<file path="src/rtl/rmsn_pkg.sv">
// shared constants, types and handshake structs for the rms normalisation block
`timescale 1ns / 1ps

package rmsn_pkg;

  localparam int MAX_LEN   = 64;
  localparam int ADDR_W    = $clog2(MAX_LEN);
  localparam int CNT_W     = ADDR_W + 1;
  localparam int SUM_W     = 37;
  localparam int ROOT_W    = 19;
  localparam int INV_W     = 29;
  localparam int DIV_STEPS = SUM_W;
  localparam int ROOT_STEPS = ROOT_W;

  localparam logic [15:0]      EPS_RESET = 16'd168;
  localparam logic [SUM_W-1:0] RECIP_NUM = SUM_W'(64'd1 << 28);

  localparam logic signed [31:0] SAT_MAX = 32'sd32767;
  localparam logic signed [31:0] SAT_MIN = -32'sd32768;

  typedef enum logic [2:0] {
    ST_LOAD,
    ST_FLUSH,
    ST_MEAN,
    ST_ROOT,
    ST_RECIP,
    ST_EMIT
  } state_t;

  typedef struct packed {
    logic              start;
    logic [SUM_W-1:0]  dividend;
    logic [ROOT_W-1:0] divisor;
  } div_req_t;

  typedef struct packed {
    logic             done;
    logic [SUM_W-1:0] quotient;
  } div_rsp_t;

  typedef struct packed {
    logic             start;
    logic [SUM_W-1:0] radicand;
  } sqrt_req_t;

  typedef struct packed {
    logic              done;
    logic [ROOT_W-1:0] root;
  } sqrt_rsp_t;

endpackage

</file>
<file path="src/rtl/rmsn_div.sv">
// restoring divider, one quotient bit per cycle, shared by mean and reciprocal
`timescale 1ns / 1ps

module rmsn_div
  import rmsn_pkg::*;
(
  input  logic     clk,
  input  logic     rst,
  input  div_req_t req,
  output div_rsp_t rsp
);

  localparam int STEP_W = $clog2(DIV_STEPS);

  logic              busy;
  logic              done;
  logic [STEP_W-1:0] step;
  logic [ROOT_W-1:0] rem;
  logic [SUM_W-1:0]  quo;
  logic [ROOT_W-1:0] dvs;

  logic [ROOT_W:0]   rem_sh;
  logic [ROOT_W+1:0] diff;
  logic              ge;

  assign rem_sh = {rem, quo[SUM_W-1]};
  assign diff   = {1'b0, rem_sh} - {2'b00, dvs};
  assign ge     = !diff[ROOT_W+1];

  always_ff @(posedge clk) begin
    if (rst) begin
      busy <= 1'b0;
      done <= 1'b0;
      step <= '0;
    end else begin
      done <= 1'b0;
      if (req.start) begin
        busy <= 1'b1;
        step <= '0;
      end else if (busy) begin
        step <= step + 1'b1;
        if (step == STEP_W'(DIV_STEPS - 1)) begin
          busy <= 1'b0;
          done <= 1'b1;
        end
      end
    end
  end

  always_ff @(posedge clk) begin
    if (req.start) begin
      quo <= req.dividend;
      rem <= '0;
      dvs <= req.divisor;
    end else if (busy) begin
      quo <= {quo[SUM_W-2:0], ge};
      rem <= ge ? diff[ROOT_W-1:0] : rem_sh[ROOT_W-1:0];
    end
  end

  assign rsp.done     = done;
  assign rsp.quotient = quo;

endmodule

</file>
<file path="config.mk">
export PLATFORM = sky130hd
export DESIGN_NAME = rmsn_div
export DESIGN_NICKNAME = d
export VERILOG_FILES = /design/src/rtl/rmsn_pkg.sv /design/src/rtl/rmsn_div.sv
export SDC_FILE = /design/constraint.sdc
export NUM_CORES = 1
export LEC_CHECK = 0
export BUFFER_PORTS_ARGS = -buffer_cell sky130_fd_sc_hd__buf_2
export CAP_MARGIN = 20
export CORE_UTILIZATION = 58
export DETAILED_ROUTE_END_ITERATION = 12
export GPL_TIMING_DRIVEN = 1
export PLACE_DENSITY_LB_ADDON = 0.12
export SLEW_MARGIN = 20
export SYNTH_ARGS = -nofsm -noshare
export SYNTH_HDL_FRONTEND = slang
export SYNTH_SLANG_ARGS = --single-unit
</file>
<file path="constraint.sdc">
create_clock -name clk -period 3.9 [get_ports clk]
set_clock_uncertainty 0.2 [all_clocks]
set_input_delay 0.78 -clock clk [delete_from_list [all_inputs] [get_ports clk]]
set_output_delay 0.78 -clock clk [all_outputs]
set_load 0.1 [all_outputs]
</file>
# Yosys cells after proc, flatten, opt, wreduce, memory -nomap -nowiden
# Cells that the tools add are included.
[classes]
n_addsub = 2
eq_ne = 1
mux = 7
bitwise_logic = 1
n_reduce_logical = 4
[op_table]
columns = ["cell", "n"]
rows = [
  ["$mux W37", 2],
  ["$sub A20 B19 Y21", 1],
  ["$mux W19", 1],
  ["$add A6 B1 Y6 const B", 1],
  ["$eq A6 B6 Y1 const B", 1],
  ["$mux W1", 4],
  ["$reduce_or A3 Y1", 1],
  ["$reduce_bool A2 Y1", 1],
  ["$reduce_or A2 Y1", 1],
  ["$logic_not A1 Y1", 1],
  ["$not A1 Y1", 1],
]
[totals]
reg_bits = 83
inputBits = 59

# Depth between registers and ports, before layout
[depth]
depth_word = 4
depth_mapped = 11

# Worst setup path after synthesis
# OpenSTA, ideal clock, no wires.
[synth_path]
path_kind = "register -> register"
start = "register quo[36]"
end = "register rem[17]"
setup_time_ns = 0.121
arrival_ns = 2.937
required_time_ns = 3.579
slack_ns = 0.642
path_stages_with_launch = 12
period_less_slack_ns = 3.258
cell_sequence = "edfxtp_1 inv_1 ha_1 fa_1 nand2b_1 a21o_1 nand3_2 a41o_2 a31oi_2 buf_6 a32oi_1 o21ai_2"
[synth_via]
elab_chain_len = 2
[synth_lines]
columns = ["item", "line", "text"]
rows = [
  ["start: declaration", "rmsn_div.sv:19", "logic [SUM_W-1:0] quo;"],
  ["start signal: assignment", "rmsn_div.sv:52", "quo <= req.dividend;"],
  ["start signal: assignment", "rmsn_div.sv:56", "quo <= {quo[SUM_W-2:0], ge};"],
  ["$sub A20 B19 Y21", "rmsn_div.sv:27", "assign diff = {1'b0, rem_sh} - {2'b00, dvs};"],
  ["$mux W19", "rmsn_div.sv:57", "rem <= ge ? diff[ROOT_W-1:0] : rem_sh[ROOT_W-1:0];"],
  ["end signal: assignment", "rmsn_div.sv:57", ""],
  ["end: declaration", "rmsn_div.sv:18", "logic [ROOT_W-1:0] rem;"],
]
# Every way passes these cells.
# A chain may end at the register's enable or synchronous reset.

# Worst setup path in the final report
[layout_path]
start = "register quo[36]"
end = "register rem[0]"
[layout_via]
elab_chain_len = 2
[layout_lines]
columns = ["item", "line"]
rows = [
  ["$sub A20 B19 Y21", "rmsn_div.sv:27"],
  ["$mux W19 *", "rmsn_div.sv:57"],
]
# Every way passes the cells marked *; elsewhere a longest branch is shown, timed or not.

==> impl_results.md <==
- GRT overflow: 0
- Pwr Total: 2.32 mW
- Final Cell Area: 5030 µm²
- Initial antenna violation count: 0
- Path category of the worst min-delay check: flop to flop
- Tmin final: 2.92 ns
- Final core utilization: 72.4%
- Worst r2r src: quo[36]$_DFFE_PP_
- TritonRoute pass-1 iters: 4
- Total wire length: 8.50 mm
- WL/cell: 14.9 µm
- 1st-iter DRT viols: 184
- Non-Filler Instances: 569
- Max Slew Vio Count: 0
- Synth-to-Final Area Change: 17.6%
- Normalized max-slew margin: 41.8%
- Post-synthesis instance total: 371
- Worst R2R End: rem[0]$_SDFFE_PP0P_
- Final Wtd Congestion: 0.905
- Worst Setup SP: quo[36]$_DFFE_PP_
- Worst Hold End: rem[2]$_SDFFE_PP0P_
- Lkg Pwr: 2.09 nW
- Final setup margin: 0.984 ns
- Placed Cells: 553
- Yosys cell types: 52
- Die Y: 87.8 µm
- Yosys warning count: 0
- # nets final: 549
- EDFF count, synth: 56
- CP max FO: 15
- Clock Latency Late Sink: 0.35 ns
- IO Pins: 97
- Place WS: 0.994 ns
- Clock root buffer: clkbuf_8
- Post-route ant nets: 0
- Final hold violation count: 0
- GRT Util Overall: 24.2%
- Crit path capture type: flop
- Worst hold path startpoint: rem[2]$_SDFFE_PP0P_
- Fmax: 0.343 GHz
- Synth Cell Area: 4270 µm²
- Worst R2R Path Depth: 10
- Vias post-DR: 3178
- Synthesized area per cell: 11.5 µm²
- First-pass GRT wire length: 14.3 mm
- Post-synthesis sequential area ratio: 52.0%
- # rows: 30
- Required @ worst endpoint: 3.96 ns
- # H-tree levels: 3
- Clock Sinks: 83
- CTS tree: built
- # resized after CTS: 0
- Setup_tns: 0 ns
- CTS clk-pin slew, worst paths: 0.09 ns
- Worst setup SP type: flop
- FFs w/ async S/R, synth: 0%
- Max rail drop VDD: 0.280 mV
- Hold WS: 0.286 ns
- Slew at the pin with the worst max-slew slack: 0.872 ns
- WP data arrival: 2.97 ns
- R2R setup slack: 0.98 ns
- Hpwl dp: 6.21 mm
- Syn nets: 452
- Share of layout cells above drive strength 1: 34.0%
- Critical path class: flop to flop
- Number of synthesized register bits: 83
- Total setup buffers inserted after CTS: 0
- Most common cell after layout, fill and taps aside: buf_2
- Cts hold-fix bufs: 0
- Post-DP Area: 4830 µm²
- # diodes: 0
- Num CTS Buffers: 9
- Ys flop type: edfxtp_1
- Min-Delay Path Depth: 2
- Pin count of the biggest net entering global routing: 72
- Drt drc: 0
- Max clock buf depth: 2
- Commonest non-fill, non-tap cells in the layout: buf_2 (96), edfxtp_1 (56), mux2_2 (37), nor2_1 (30), dfxtp_1 (27)
- Final worst-path cycle share: 74.8%
- Vias in the first global route: 3169
- Status: finished, final reports clean
- Port bufs: 96
- Die Area: 7720 µm²
- Max cap viols: 0
- Die W: 87.8 µm
- RSZ-0062 raised after global routing: no
- Number of vias per cell: 5.59
- Cell area power density: 461 nW/µm²
- Starting density of the core: 61.5%
- Final setup violation count: 0
- Total core area: 6940 µm²
- Filler cells: 519
-- final cells by class --
cell class                 count  area [µm²]  share of cell area [%]
clock buffer                  10         128                    2.54
clock inverter                 6        70.1                    1.39
inverter                      26        97.6                    1.94
multi-input combinational    248        1880                    37.4
sequential                    83        2220                    44.2
tap                           96         120                    2.39
timing repair buffer         100         510                    10.2
-- critical path, cell delays in order (launching register included) --
cell and delay (ns):
edfxtp_1 0.43, inv_1 0.08, ha_1 0.18, fa_1 0.22, nand2b_1 0.14, a21o_1 0.17
nand3_2 0.10, a41o_2 0.33, a31oi_2 0.58, nand2_2 0.12, a311oi_2 0.28
-- state kept, by name, summed over array words and instances, names as in the netlist --
| register | count |
|---|---|
| busy | 1 |
| step | 6 |
| quo | 37 |
| dvs | 19 |
| done | 1 |
| rem | 19 |
-- worst max path at each step --
stage                            to  cells past startpoint
2_1_floorplan  rem[17]$_SDFFE_PP0P_                     11
3_3_place_gp      quo[23]$_DFFE_PP_                      4
3_5_place_dp      quo[12]$_DFFE_PP_                      4
4_1_cts         rem[0]$_SDFFE_PP0P_                     10
5_1_grt         rem[0]$_SDFFE_PP0P_                     10
6_report        rem[0]$_SDFFE_PP0P_                     10
-- metal layers --
layer  vias up  GRT usage [%]  wire length, µm
li1       1560              -                -
met1      1483           30.3             3730
met2       108           39.3             4000
met3        27           4.90              478
met4         0           13.4              294
met5         -              0                0
-- synth_stat cells (all sizes together), types with 4 or more instances --
cell type   n  area (µm²)
o21ai      17        88.8
nand2b      8        50.1
nor2       30         113
inv        26        97.6
clkbuf     10        37.5
dfxtp      27         541
xnor2      10        87.6
buf         4        37.5
mux2       37         417
a21oi      23         119
ha         21         263
a32oi       5        43.8
nand2      26         100
mux2i      10         100
o31ai       4        30.0
a211oi      9        67.6
nand4       4        25.0
xor2        9        78.8
edfxtp     56        1680
-- report_power, final --
group / switching, mW / leakage (nW) / internal (mW) / total, mW
sequential: 0.0347 / 0.779 / 1.02 / 1.05
clock: 0.325 / 0.104 / 0.305 / 0.630
combinational: 0.467 / 1.21 / 0.164 / 0.631
-- kinds of logic (layout without fill, tap and decap cells) --
| logic type | count (synthesis) | after routing | synth area share (%) |
|---|---|---|---|
| compound gates | 82 | 82 | 13.1 |
| xor+xnor | 19 | 19 | 3.89 |
| buf+inv | 40 | 142 | 4.04 |
| fa+ha+maj | 22 | 22 | 6.62 |
| simple gates | 78 | 78 | 8.29 |
| mux | 47 | 47 | 12.1 |
| flops | 83 | 83 | 52.0 |
Note: power is estimated with default switching activity, not from simulation.
