**src/rtl/rmsn_pkg.sv**
```systemverilog
// shared constants, types and handshake structs for the rms normalisation block
`timescale 1ns / 1ps

package rmsn_pkg;

  localparam int MAX_LEN   = 64;
  localparam int ADDR_W    = $clog2(MAX_LEN);
  localparam int CNT_W     = ADDR_W + 1;
  localparam int SUM_W     = 37;
  localparam int ROOT_W    = 19;
  localparam int INV_W     = 29;
  localparam int DIV_STEPS = SUM_W;
  localparam int ROOT_STEPS = ROOT_W;

  localparam logic [15:0]      EPS_RESET = 16'd168;
  localparam logic [SUM_W-1:0] RECIP_NUM = SUM_W'(64'd1 << 28);

  localparam logic signed [31:0] SAT_MAX = 32'sd32767;
  localparam logic signed [31:0] SAT_MIN = -32'sd32768;

  typedef enum logic [2:0] {
    ST_LOAD,
    ST_FLUSH,
    ST_MEAN,
    ST_ROOT,
    ST_RECIP,
    ST_EMIT
  } state_t;

  typedef struct packed {
    logic              start;
    logic [SUM_W-1:0]  dividend;
    logic [ROOT_W-1:0] divisor;
  } div_req_t;

  typedef struct packed {
    logic             done;
    logic [SUM_W-1:0] quotient;
  } div_rsp_t;

  typedef struct packed {
    logic             start;
    logic [SUM_W-1:0] radicand;
  } sqrt_req_t;

  typedef struct packed {
    logic              done;
    logic [ROOT_W-1:0] root;
  } sqrt_rsp_t;

endpackage

```
**src/rtl/rmsn_sqrt.sv**
```systemverilog
// digit-by-digit integer square root, two radicand bits per cycle
`timescale 1ns / 1ps

module rmsn_sqrt
  import rmsn_pkg::*;
(
  input  logic      clk,
  input  logic      rst,
  input  sqrt_req_t req,
  output sqrt_rsp_t rsp
);

  localparam int RAD_W  = 2 * ROOT_W;
  localparam int REM_W  = ROOT_W + 2;
  localparam int STEP_W = $clog2(ROOT_STEPS);

  logic              busy;
  logic              done;
  logic [STEP_W-1:0] step;
  logic [RAD_W-1:0]  rad;
  logic [REM_W-1:0]  rem;
  logic [ROOT_W-1:0] root;

  logic [REM_W+1:0]  rem_sh;
  logic [REM_W+1:0]  trial;
  logic [REM_W+1:0]  diff;
  logic              ge;

  assign rem_sh = {rem, rad[RAD_W-1 -: 2]};
  assign trial  = {2'b00, root, 2'b01};
  assign diff   = rem_sh - trial;
  assign ge     = rem_sh >= trial;

  always_ff @(posedge clk) begin
    if (rst) begin
      busy <= 1'b0;
      done <= 1'b0;
      step <= '0;
    end else begin
      done <= 1'b0;
      if (req.start) begin
        busy <= 1'b1;
        step <= '0;
      end else if (busy) begin
        step <= step + 1'b1;
        if (step == STEP_W'(ROOT_STEPS - 1)) begin
          busy <= 1'b0;
          done <= 1'b1;
        end
      end
    end
  end

  always_ff @(posedge clk) begin
    if (req.start) begin
      rad  <= RAD_W'(req.radicand);
      rem  <= '0;
      root <= '0;
    end else if (busy) begin
      rad  <= {rad[RAD_W-3:0], 2'b00};
      rem  <= ge ? diff[REM_W-1:0] : rem_sh[REM_W-1:0];
      root <= {root[ROOT_W-2:0], ge};
    end
  end

  assign rsp.done = done;
  assign rsp.root = root;

endmodule

```
**config.mk**
```make
export PLATFORM = sky130hd
export DESIGN_NAME = rmsn_sqrt
export DESIGN_NICKNAME = d
export VERILOG_FILES = /design/src/rtl/rmsn_pkg.sv /design/src/rtl/rmsn_sqrt.sv
export SDC_FILE = /design/constraint.sdc
export NUM_CORES = 1
export LEC_CHECK = 0
export BUFFER_PORTS_ARGS = -buffer_cell sky130_fd_sc_hd__clkbuf_2
export CORE_MARGIN = 4
export CORE_UTILIZATION = 45
export DETAILED_ROUTE_END_ITERATION = 8
export GPL_ROUTABILITY_DRIVEN = 0
export PLACE_DENSITY = 0.65
export SLEW_MARGIN = 15
export SYNTH_ARGS = -nofsm -noshare
export SYNTH_HDL_FRONTEND = slang
export SYNTH_SLANG_ARGS = --single-unit
```
**constraint.sdc**
```tcl
create_clock -name clk -period 3.73 [get_ports clk]
set_clock_uncertainty 0.05 [all_clocks]
set_input_delay 0.373 -clock clk [delete_from_list [all_inputs] [get_ports clk]]
set_output_delay 0.373 -clock clk [all_outputs]
set_load 0.05 [all_outputs]
```
Word level (Yosys, flattened, before mapping):

Cells that the tools add are included.

* bitwise operators: 1
* multiplexer cells: 7
* equal/unequal tests: 1
* $lt $le $gt $ge: 1
* reductions and logical operators: 3
* add/subtract/negate cells: 2

Operators with widths (count)
* $mux 37: 2
* $ge 23x21->1: 1
* $mux 21: 1
* $sub 21x21->21: 1
* $add 5x1->5 const B: 1
* $eq 5x5->1 const B: 1
* $mux 1: 4
* $reduce_or 3->1: 1
* $reduce_bool 2->1: 1
* $reduce_or 2->1: 1
* $not 1->1: 1

* output and inout port bits: 20
* register bits after elaboration: 85
* logic and storage cells: 22

Longest topological paths before layout:

Gate-level depths: netlist (run 1).

* depth in word-level cells: 4
* depth in mapped cells: 12

Worst setup path after synthesis (run 1):

Ideal clock, no wire load.

* path kind: reg2reg
* from: register root[17]
* to: register rem[11]
* period minus slack after synthesis: 2.984 ns
* stages on the path, launching flop included: 11
* setup time: 0.122 ns
* data arrival time: 2.812 ns
* slack: 0.746 ns
* path through: dfxtp_1 > inv_1 > ha_1 > buf_6 > and3_1 > a2111oi_4 > o21ai_2 > a2111oi_2 > o21ai_1 > buf_2 > o311a_1

* word-level cells in the longest chain between the ends: 2

Ends and longest elaborated chain
* from (decl): line rmsn_sqrt.sv:22 `logic [ROOT_W-1:0] root;`
* from (signal assigned): line rmsn_sqrt.sv:62 `root <= {root[ROOT_W-2:0], ge};`
* $ge 23x21->1: line rmsn_sqrt.sv:32 `assign ge = rem_sh >= trial;`
* $mux 21: line rmsn_sqrt.sv:61 `rem <= ge ? diff[REM_W-1:0] : rem_sh[REM_W-1:0];`
* to (signal assigned): line rmsn_sqrt.sv:61
* to (decl): line rmsn_sqrt.sv:21 `logic [REM_W-1:0] rem;`

Every way passes these cells.
A chain may end at the register's enable or synchronous reset.

Worst setup path after layout (run 1):

* from: register root[1]
* to: register rem[17]

* word-level cells in the longest chain between the ends: 2
* elaborated cells on any way between the ends: 3
* those cells by class: 1 x add/sub; 1 x order compare; 1 x mux

Ends and longest elaborated chain (line)
* $sub 21x21->21 / $ge 23x21->1 (equally long branches): rmsn_sqrt.sv:31, rmsn_sqrt.sv:32
* $mux 21 (*): rmsn_sqrt.sv:61

Mark *: on every way between the ends. The rest lies on a longest branch, timed or not.

==> run_results.csv, run 1 <==
group,metric,value,unit
logic_synthesis,synth_edf_count,37,
logic_synthesis,ys_types,58,
pwr,switching_share,0.364,
floorplanning,core,10300,sq um
worst_hold_path,hold_path.class,"input port to flip-flop",
detailed_routing,drtAntennaViolNets,0,
pwr,peakVddDrop,0.000210,V
clock_tree,clockBufferDepth,2,
timing,relSlewSlack,0.367,
timing,setup_tns,0,ns
cells_and_area,num_antenna_cells,0,
cells_and_area,nNetsFinal,587,
timing,final_max_slew_viol_count,0,
logic_synthesis,ys.flop_type,"dfxtp_1",
logic_synthesis,netlist_area,4780,sq um
timing,worstMarginPinSlew,0.949,ns
setup_path,cp-start-kind,"flip-flop",
grt,gr-usage-all-layers,0.160,
logic_synthesis,yosysSeqAreaShare,0.433,
cells_and_area,final_area,5290,sq um
detailed_routing,drtIter0Drc,178,
clock_tree,clkSlewWorstSetupHoldPaths,0.09,ns
pwr,p_sw,0.990,mW
logic_synthesis,syn_area_per_cell,10.1,sq um
cells_and_area,layout_commonest_cell,"nor2_1",
clock_tree,cts_tree,"yes",
pwr,power-per-cell-area,514,nW/um^2
grt,antenna_found_initial,0,
logic_synthesis,synth_nets,538,
timing,rsz0062_at_grt,"no",
detailed_routing,num_vias,3543,
setup_path,end_kind,"flip-flop",
timing,finalHoldViolCount,0,
grt,grt-ovfl-total,0,
logic_synthesis,synth_area_leader_cell,"edfxtp_1",
placed_design,dp_hpwl,6830,um
pwr,p_leak,2.09,nW
clock_tree,hold_buffers,0,
clock_tree,cts-root-buf,"clkbuf_8",
job,max_cap_violations,0,
detailed_routing,drt-total-wl,9720,um
clock_tree,cts-resized-gates,0,
pwr,seq_power_share,0.414,
setup_path,r2r_slack,0.69,ns
placed_design,io_buffers,59,
grt,grt_pass1_wl,16500,um
floorplanning,chipHeight,111,um
timing,max_freq,0.329,GHz
pwr,internal_power,1.73,mW
logic_synthesis,synth_cells,475,
pwr,combPwrFrac,0.365,
floorplanning,die_area,12300,sq um
clock_tree,numClockSinks,85,
pwr,pwr-share-clk,0.222,
cells_and_area,most-common-layout-cells,"63 x nor2_1, 58 x clkbuf_2, 47 x dfxtp_1",
clock_tree,cts_buffers,9,
detailed_routing,dr.pass1.iters,4,
logic_synthesis,ys_seq_elements,85,
clock_tree,postCtsSetupRepairBufs,0,
logic_synthesis,synth_top_area_share,0.232,
logic_synthesis,synth_warnings,0,
placed_design,dpl_cell_area,5120,sq um
setup_path,crit_required,3.96,ns
detailed_routing,detail_route.vias_per_cell,5.33,
grt,grt_max_degree,53,
cells_and_area,drive_gt1_frac,0.255,
clock_tree,worstSkewPairLatency,0.37,ns
timing,period_needed,3.04,ns
logic_synthesis,async_flop_share,0,
logic_synthesis,yosys-top-cells-area,"edfxtp_1 23%, dfxtp_1 20%, mux2_2 8.2%, ha_1 6.0%, mux2i_1 5.0%",
detailed_routing,wl_per_cell,14.6,um
run_status,outcome,"finished, final reports clean",
timing,finalSetupViolations,0,
floorplanning,rows,37,
timing,period_share,0.815,
floorplanning,ioPinCount,60,
detailed_routing,drc,0,
clock_tree,h-tree-depth,3,
setup_path,critical_path_class,"flip-flop to flip-flop",
setup_path,crit_arrival,3.27,ns
setup_path,crit_path_max_fanout,23,
floorplanning,start_util,0.463,
floorplanning,die_w,111,um
grt,grt_pass1_vias,3488,
cells_and_area,syn_to_final_growth,10.6,%
[power by group through the flow]
stage	registers (mW)	logic, mW	clock network [mW]
global placement	1.14	0.964	0
CTS	1.13	0.988	0.623
finish	1.13	0.992	0.603
global route	1.14	1.10	0.666
detailed placement	1.15	0.978	0
floorplan	1.13	0.811	0
[final timing paths]
kind	start	endpoint	depth (start not counted)
hold reg to reg	rem[18]	rem[20]	2
setup / recovery	root[1]	rem[17]	9
hold / removal	rst	busy	2
setup reg to reg	root[1]	rem[17]	9
[per-stage QoR]
step / setup slack (ns) / std cells / hold WS (ns) / utilization / power (mW)
3_5_place_dp: 0.730 / 649 / 0.442 / 0.496 / 2.12
6_report: 0.690 / 665 / 0.107 / 0.513 / 2.72
5_1_grt: 0.391 / 665 / 0.0900 / 0.513 / 2.90
4_1_cts: 0.698 / 665 / 0.0920 / 0.513 / 2.74
3_3_place_gp: 0.802 / 649 / 0.428 / 0.496 / 2.11
2_1_floorplan: 0.746 / 475 / 0.395 / - / 1.94
[flip-flops by register name, summed over array words and instances, names as in the netlist]
register  flops
rad          38
done          1
rem          21
root         19
busy          1
step          5
[layout make-up]
cell class / instances / area (sq um)
clock inverter: 7 / 50.0
timing repair buffer: 65 / 340
clock buffer: 9 / 124
fill: 964 / 5030
sequential: 85 / 2070
tap: 136 / 170
multi-input combinational: 332 / 2420
inverter: 31 / 116
[cells by family (layout without fill, tap and decap cells)]
family          count (synthesis)  after routing  share of synthesized area
fa+ha+maj                      23             23                     0.0602
mux                            59             59                      0.133
flops                          85             85                      0.433
xor+xnor                       18             18                     0.0330
compound gates                 81             81                      0.134
simple gates                  151            151                      0.145
buf+inv                        58            112                     0.0620
[Yosys cell counts, types with 2 or more instances]
cell and number:
nor2_1 63, dfxtp_1 48, nand2_1 42, edfxtp_1 37
mux2_2 35, inv_1 31, mux2i_1 24, ha_1 23
o21ai_0 14, a21oi_1 13, clkbuf_1 12, a311oi_1 9
xnor2_1 9, xor2_1 9, a311oi_2 7, buf_6 7
nand3_1 7, nand4_1 7, nor3_1 7, o211ai_1 7
a211oi_1 5, nand2b_1 4, a21o_1 3, and2_1 3
and3_1 3, buf_4 3, or2_2 3, or3_1 3
a31oi_1 2, buf_2 2, dlygate4sd3_1 2, nand3b_1 2
o21a_1 2, o21ai_2 2, o31ai_1 2
[routing by layer]
metal | vias to the layer above | global-route usage | routed length (um)
met1 | 1657 | 0.214 | 4610
met5 | - | 0 | 0
li1 | 1800 | - | -
met3 | 14 | 0.0333 | 407
met4 | 0 | 0.0681 | 187
met2 | 72 | 0.252 | 4510
[critical path, stage by stage (launching register included)]
cell and delay (ns):
dfxtp_1 0.38, inv_1 0.06, ha_1 0.37, o211ai_1 0.13, o211ai_1 0.31, a22o_1 0.23
o21ai_2 0.11, o21ai_2 0.78, o31ai_1 0.23, a311oi_1 0.30
(Power assumes the default switching activity.)
==> run 2, diff against run 1 <==
==> constraint.sdc (replaced) <==
create_clock -name clk -period 2.9 [get_ports clk]
set_clock_uncertainty 0.05 [all_clocks]
set_input_delay 0.29 -clock clk [delete_from_list [all_inputs] [get_ports clk]]
set_output_delay 0.29 -clock clk [all_outputs]
set_load 0.05 [all_outputs]
==> run_results.csv, run 2 (synthesis results as in run 1) <==
group,metric,value,unit
timing,rsz0062_at_grt,"yes",
placed_design,dp_hpwl,7120,um
clock_tree,clkSlewWorstSetupHoldPaths,0.10,ns
detailed_routing,wl_met3,462,um
setup_path,cp-start-kind,"flip-flop",
grt,gr-usage-all-layers,0.167,
cells_and_area,num_antenna_cells,0,
detailed_routing,top_layer,"met4",
cells_and_area,fillCellCount,925,
setup_path,crit_arrival,3.00,ns
floorplanning,core,10300,sq um
detailed_routing,m1WireLength,4640,um
pwr,p_leak,2.24,nW
timing,relSlewSlack,0.446,
detailed_routing,drc,0,
setup_path,crit_required,3.12,ns
detailed_routing,drtAntennaViolNets,0,
floorplanning,ioPinCount,60,
pwr,peakVddDrop,0.000366,V
timing,holdWs,0.154,ns
clock_tree,cts_buffers,9,
grt,grt-ovfl-total,0,
cells_and_area,nNetsFinal,614,
timing,period_needed,2.77,ns
worst_hold_path,hold_path.class,"input port to flip-flop",
timing,worstMarginPinSlew,0.832,ns
cells_and_area,syn_to_final_growth,16.8,%
job,max_cap_violations,0,
clock_tree,worstSkewPairLatency,0.37,ns
detailed_routing,num_vias,3692,
timing,max_freq,0.360,GHz
cells_and_area,drive_gt1_frac,0.320,
detailed_routing,drtIter0Drc,236,
floorplanning,die_w,111,um
detailed_routing,detail_route.vias_per_cell,5.34,
grt,grt_pass1_wl,17100,um
clock_tree,h-tree-depth,3,
timing,setup_tns,0,ns
placed_design,io_buffers,59,
cells_and_area,layout_commonest_cell,"nor2_1",
grt,grt_max_degree,67,
floorplanning,rows,37,
clock_tree,clockBufferDepth,2,
detailed_routing,wl_per_cell,14.6,um
clock_tree,cts-root-buf,"clkbuf_8",
clock_tree,numClockSinks,85,
grt,grt_pass1_vias,3634,
grt,antenna_found_initial,0,
detailed_routing,dr.pass1.iters,4,
timing,finalHoldViolCount,0,
setup_path,critical_path_class,"flip-flop to flip-flop",
timing,finalSetupViolations,0,
setup_path,end_kind,"flip-flop",
floorplanning,die_area,12300,sq um
detailed_routing,wl_met2,4850,um
cells_and_area,most-common-layout-cells,"63 x nor2_1, 58 x clkbuf_2, 42 x nand2_1",
cells_and_area,top_register,"rad",
setup_path,crit_path_max_fanout,9,
pwr,power-per-cell-area,672,nW/um^2
detailed_routing,drt-total-wl,10100,um
timing,period_share,0.957,
cells_and_area,largest_register_ffs,38,
floorplanning,chipHeight,111,um
cells_and_area,top_regs,"rad (38), rem (21), root (19)",
timing,final_max_slew_viol_count,0,
run_status,outcome,"finished, final reports clean",
clock_tree,cts_tree,"yes",
floorplanning,start_util,0.463,
-- run 2: timing repair --
| action | in CTS | in global routing |
|---|---|---|
| hold endpoints to repair | 1 | 0 |
| setup buffers | 0 | 2 |
| setup endpoints to repair | 0 | 20 |
| gates resized for setup | 0 | 14 |
| hold buffers | 1 | 0 |
-- run 2: layer usage --
metal,up-vias,GRT usage
met5,-,0
met4,0,0.0568
met3,14,0.0459
met2,67,0.271
met1,1754,0.214
li1,1857,-
-- run 2: area by class of cell --
| class | count | area, sq um | area share |
|---|---|---|---|
| Sequential cell | 85 | 2090 | 0.374 |
| Timing Repair Buffer | 92 | 546 | 0.0977 |
| Multi-Input combinational cell | 332 | 2470 | 0.442 |
| Clock inverter | 6 | 70.1 | 0.0125 |
| Inverter | 31 | 116 | 0.0208 |
| Clock buffer | 10 | 128 | 0.0229 |
| Tap cell | 136 | 170 | 0.0305 |
-- run 2: worst paths after layout --
path	startpoint	to	slack (ns)	depth (start not counted)
hold / removal	req[0]	rad[0]	0.15	2
setup / recovery	root[2]	rem[14]	0.13	10
hold reg to reg	rem[8]	rem[10]	0.46	2
setup reg to reg	root[2]	rem[14]	0.13	10
-- run 2: critical path: stages (launching register included) --
cell       delay (ns)
dfxtp_1          0.34
inv_1            0.05
ha_1             0.38
nand4_1          0.11
or4_4            0.54
o21ai_2          0.18
a2111oi_4        0.10
o21a_1           0.13
buf_4            0.17
or3_1            0.36
a311oi_1         0.27
-- run 2: power breakdown --
| group | leakage (nW) | internal [mW] | switching [mW] |
|---|---|---|---|
| clock network | 0.0948 | 0.406 | 0.460 |
| registers | 0.771 | 1.37 | 0.0650 |
| logic | 1.37 | 0.652 | 0.799 |
-- run 2: stage by stage --
| step | setup slack [ns] | util | std cells | area, sq um | power [mW] |
|---|---|---|---|---|---|
| 6_report | 0.125 | 0.541 | 692 | 5580 | 3.75 |
| 5_1_grt | -0.0461 | 0.541 | 692 | 5580 | 4.00 |
| 4_1_cts | 0.0450 | 0.534 | 690 | 5510 | 3.73 |
| 3_5_place_dp | 0.0637 | 0.513 | 673 | 5300 | 2.84 |
| 3_3_place_gp | 0.173 | 0.513 | 673 | 5300 | 2.82 |
| 2_1_floorplan | 0.00103 | - | 475 | 4790 | 2.50 |
==> run 3, diff against run 2 <==
--- a/config.mk
+++ b/config.mk
@@ -8,6 +8,7 @@
 export BUFFER_PORTS_ARGS = -buffer_cell sky130_fd_sc_hd__clkbuf_2
 export CORE_MARGIN = 4
 export CORE_UTILIZATION = 45
+export CTS_CLUSTER_DIAMETER = 200
 export DETAILED_ROUTE_END_ITERATION = 8
 export GPL_ROUTABILITY_DRIVEN = 0
 export PLACE_DENSITY = 0.65
==> constraint.sdc (replaced) <==
create_clock -name clk -period 3.04 [get_ports clk]
set_clock_uncertainty 0.05 [all_clocks]
set_input_delay 0.304 -clock clk [delete_from_list [all_inputs] [get_ports clk]]
set_output_delay 0.304 -clock clk [all_outputs]
set_load 0.05 [all_outputs]
==> run_results.csv, run 3 (synthesis results as in run 1) <==
group,metric,value,unit
run_status,outcome,"finished, final reports clean",
placed_design,dp_cells,653,
clock_tree,clockBufferDepth,2,
clock_tree,worstSkewPairLatency,0.37,ns
detailed_routing,drtIter0Drc,219,
clock_tree,numClockSinks,85,
setup_path,path_buf_inv,2,
setup_path,crit_path_max_fanout,11,
grt,grt_pass1_vias,3518,
timing,timing.final.ws_setup,0.227,ns
setup_path,cpPeakStageDelay,0.41,ns
pwr,power-per-cell-area,640,nW/um^2
timing,rsz0062_at_grt,"no",
grt,grt_pass1_wl,16700,um
detailed_routing,num_vias,3542,
cells_and_area,top_regs,"rad (38), rem (21), root (19)",
timing,setup_tns,0,ns
clock_tree,cts_buffers,9,
placed_design,io_buffers,59,
setup_path,end_kind,"flip-flop",
timing,relSlewSlack,0.469,
timing,period_share,0.925,
clock_tree,h-tree-depth,3,
cells_and_area,most-common-layout-cells,"63 x nor2_1, 58 x clkbuf_2, 47 x dfxtp_1",
pwr,peakVddDrop,0.000283,V
pwr,p_leak,2.12,nW
cells_and_area,nNetsFinal,591,
floorplanning,core,10300,sq um
floorplanning,start_util,0.463,
detailed_routing,drc,0,
cells_and_area,syn_to_final_growth,11.9,%
cells_and_area,num_antenna_cells,0,
timing,holdWs,0.0432,ns
setup_path,cp-start-kind,"flip-flop",
setup_path,critical_path_class,"flip-flop to flip-flop",
placed_design,dp_hpwl,6850,um
floorplanning,die_area,12300,sq um
timing,finalHoldViolCount,0,
cells_and_area,final_area,5350,sq um
setup_path,cp_slowest_cell,"a2111oi_2",
job,max_cap_violations,0,
clock_tree,clkSlewWorstSetupHoldPaths,0.09,ns
floorplanning,die_w,111,um
grt,antenna_found_initial,0,
cells_and_area,drive_gt1_frac,0.266,
setup_path,crit_required,3.26,ns
timing,max_freq,0.355,GHz
setup_path,cp_cell_sequence,"inv_1, ha_1, and3_1, a2111oi_4, o21ai_2, a2111oi_2, o21a_1, buf_4, nand2_1, a311oi_1",
detailed_routing,detail_route.vias_per_cell,5.29,
timing,final_max_slew_viol_count,0,
grt,grt_max_degree,67,
setup_path,crit_arrival,3.04,ns
detailed_routing,dr.pass1.iters,6,
cells_and_area,layout_commonest_cell,"nor2_1",
detailed_routing,drt-total-wl,9530,um
clock_tree,cts-root-buf,"clkbuf_8",
setup_path,cp_top_family,"compound AO/OA/AOI/OAI gates",
grt,gr-usage-all-layers,0.160,
timing,period_needed,2.81,ns
grt,grt-ovfl-total,0,
floorplanning,chipHeight,111,um
placed_design,dpl_cell_area,5140,sq um
cells_and_area,final_cells,669,
cells_and_area,top_register,"rad",
cells_and_area,largest_register_ffs,38,
setup_path,r2r_slack,0.23,ns
floorplanning,ioPinCount,60,
detailed_routing,wl_per_cell,14.2,um
placed_design,place_ws,0.175,ns
worst_hold_path,hold_path.class,"input port to flip-flop",
timing,finalSetupViolations,0,
clock_tree,cts_tree,"yes",
floorplanning,rows,37,
timing,worstMarginPinSlew,0.797,ns
detailed_routing,drtAntennaViolNets,0,
==> run 3: path summary, 6_finish.rpt <==
check / start / to / cells after the start
worst max-delay path: root[16] / rem[20] / 10
worst min register to register: rem[20] / rem[20] / 2
worst max register to register: root[16] / rem[20] / 10
worst min-delay path: rst / busy / 2
==> run 3: timing repair <==
item	CTS	global route
setup buffers	0	0
setup endpoints to repair	0	2
hold buffers	0	0
resized for setup	0	2
==> run 3: metrics by stage <==
step           utilization  power (mW)
3_3_place_gp         0.498        2.61
4_1_cts              0.518        3.44
2_1_floorplan            -        2.38
5_1_grt              0.518        3.66
3_5_place_dp         0.498        2.63
6_report             0.518        3.42
==> run 3: area by class of cell <==
type / instances / area, sq um
Sequential cell: 85 / 2070
Inverter: 31 / 116
Clock buffer: 9 / 124
Timing Repair Buffer: 69 / 370
Tap cell: 136 / 170
Multi-Input combinational cell: 332 / 2420
Fill cell: 933 / 4970
Clock inverter: 7 / 76.3
==> run 3: report_power, final <==
part           switching, mW  internal [mW]  leakage (nW)
clock                  0.484          0.324         0.101
sequential            0.0615           1.31         0.766
combinational          0.705          0.539          1.26
total                   1.25           2.17          2.12
==> run 3: routing by layer <==
layer | track usage | wire (um)
met5 | 0 | 0
met3 | 0.0355 | 416
met1 | 0.211 | 4510
met4 | 0.0543 | 163
met2 | 0.261 | 4440
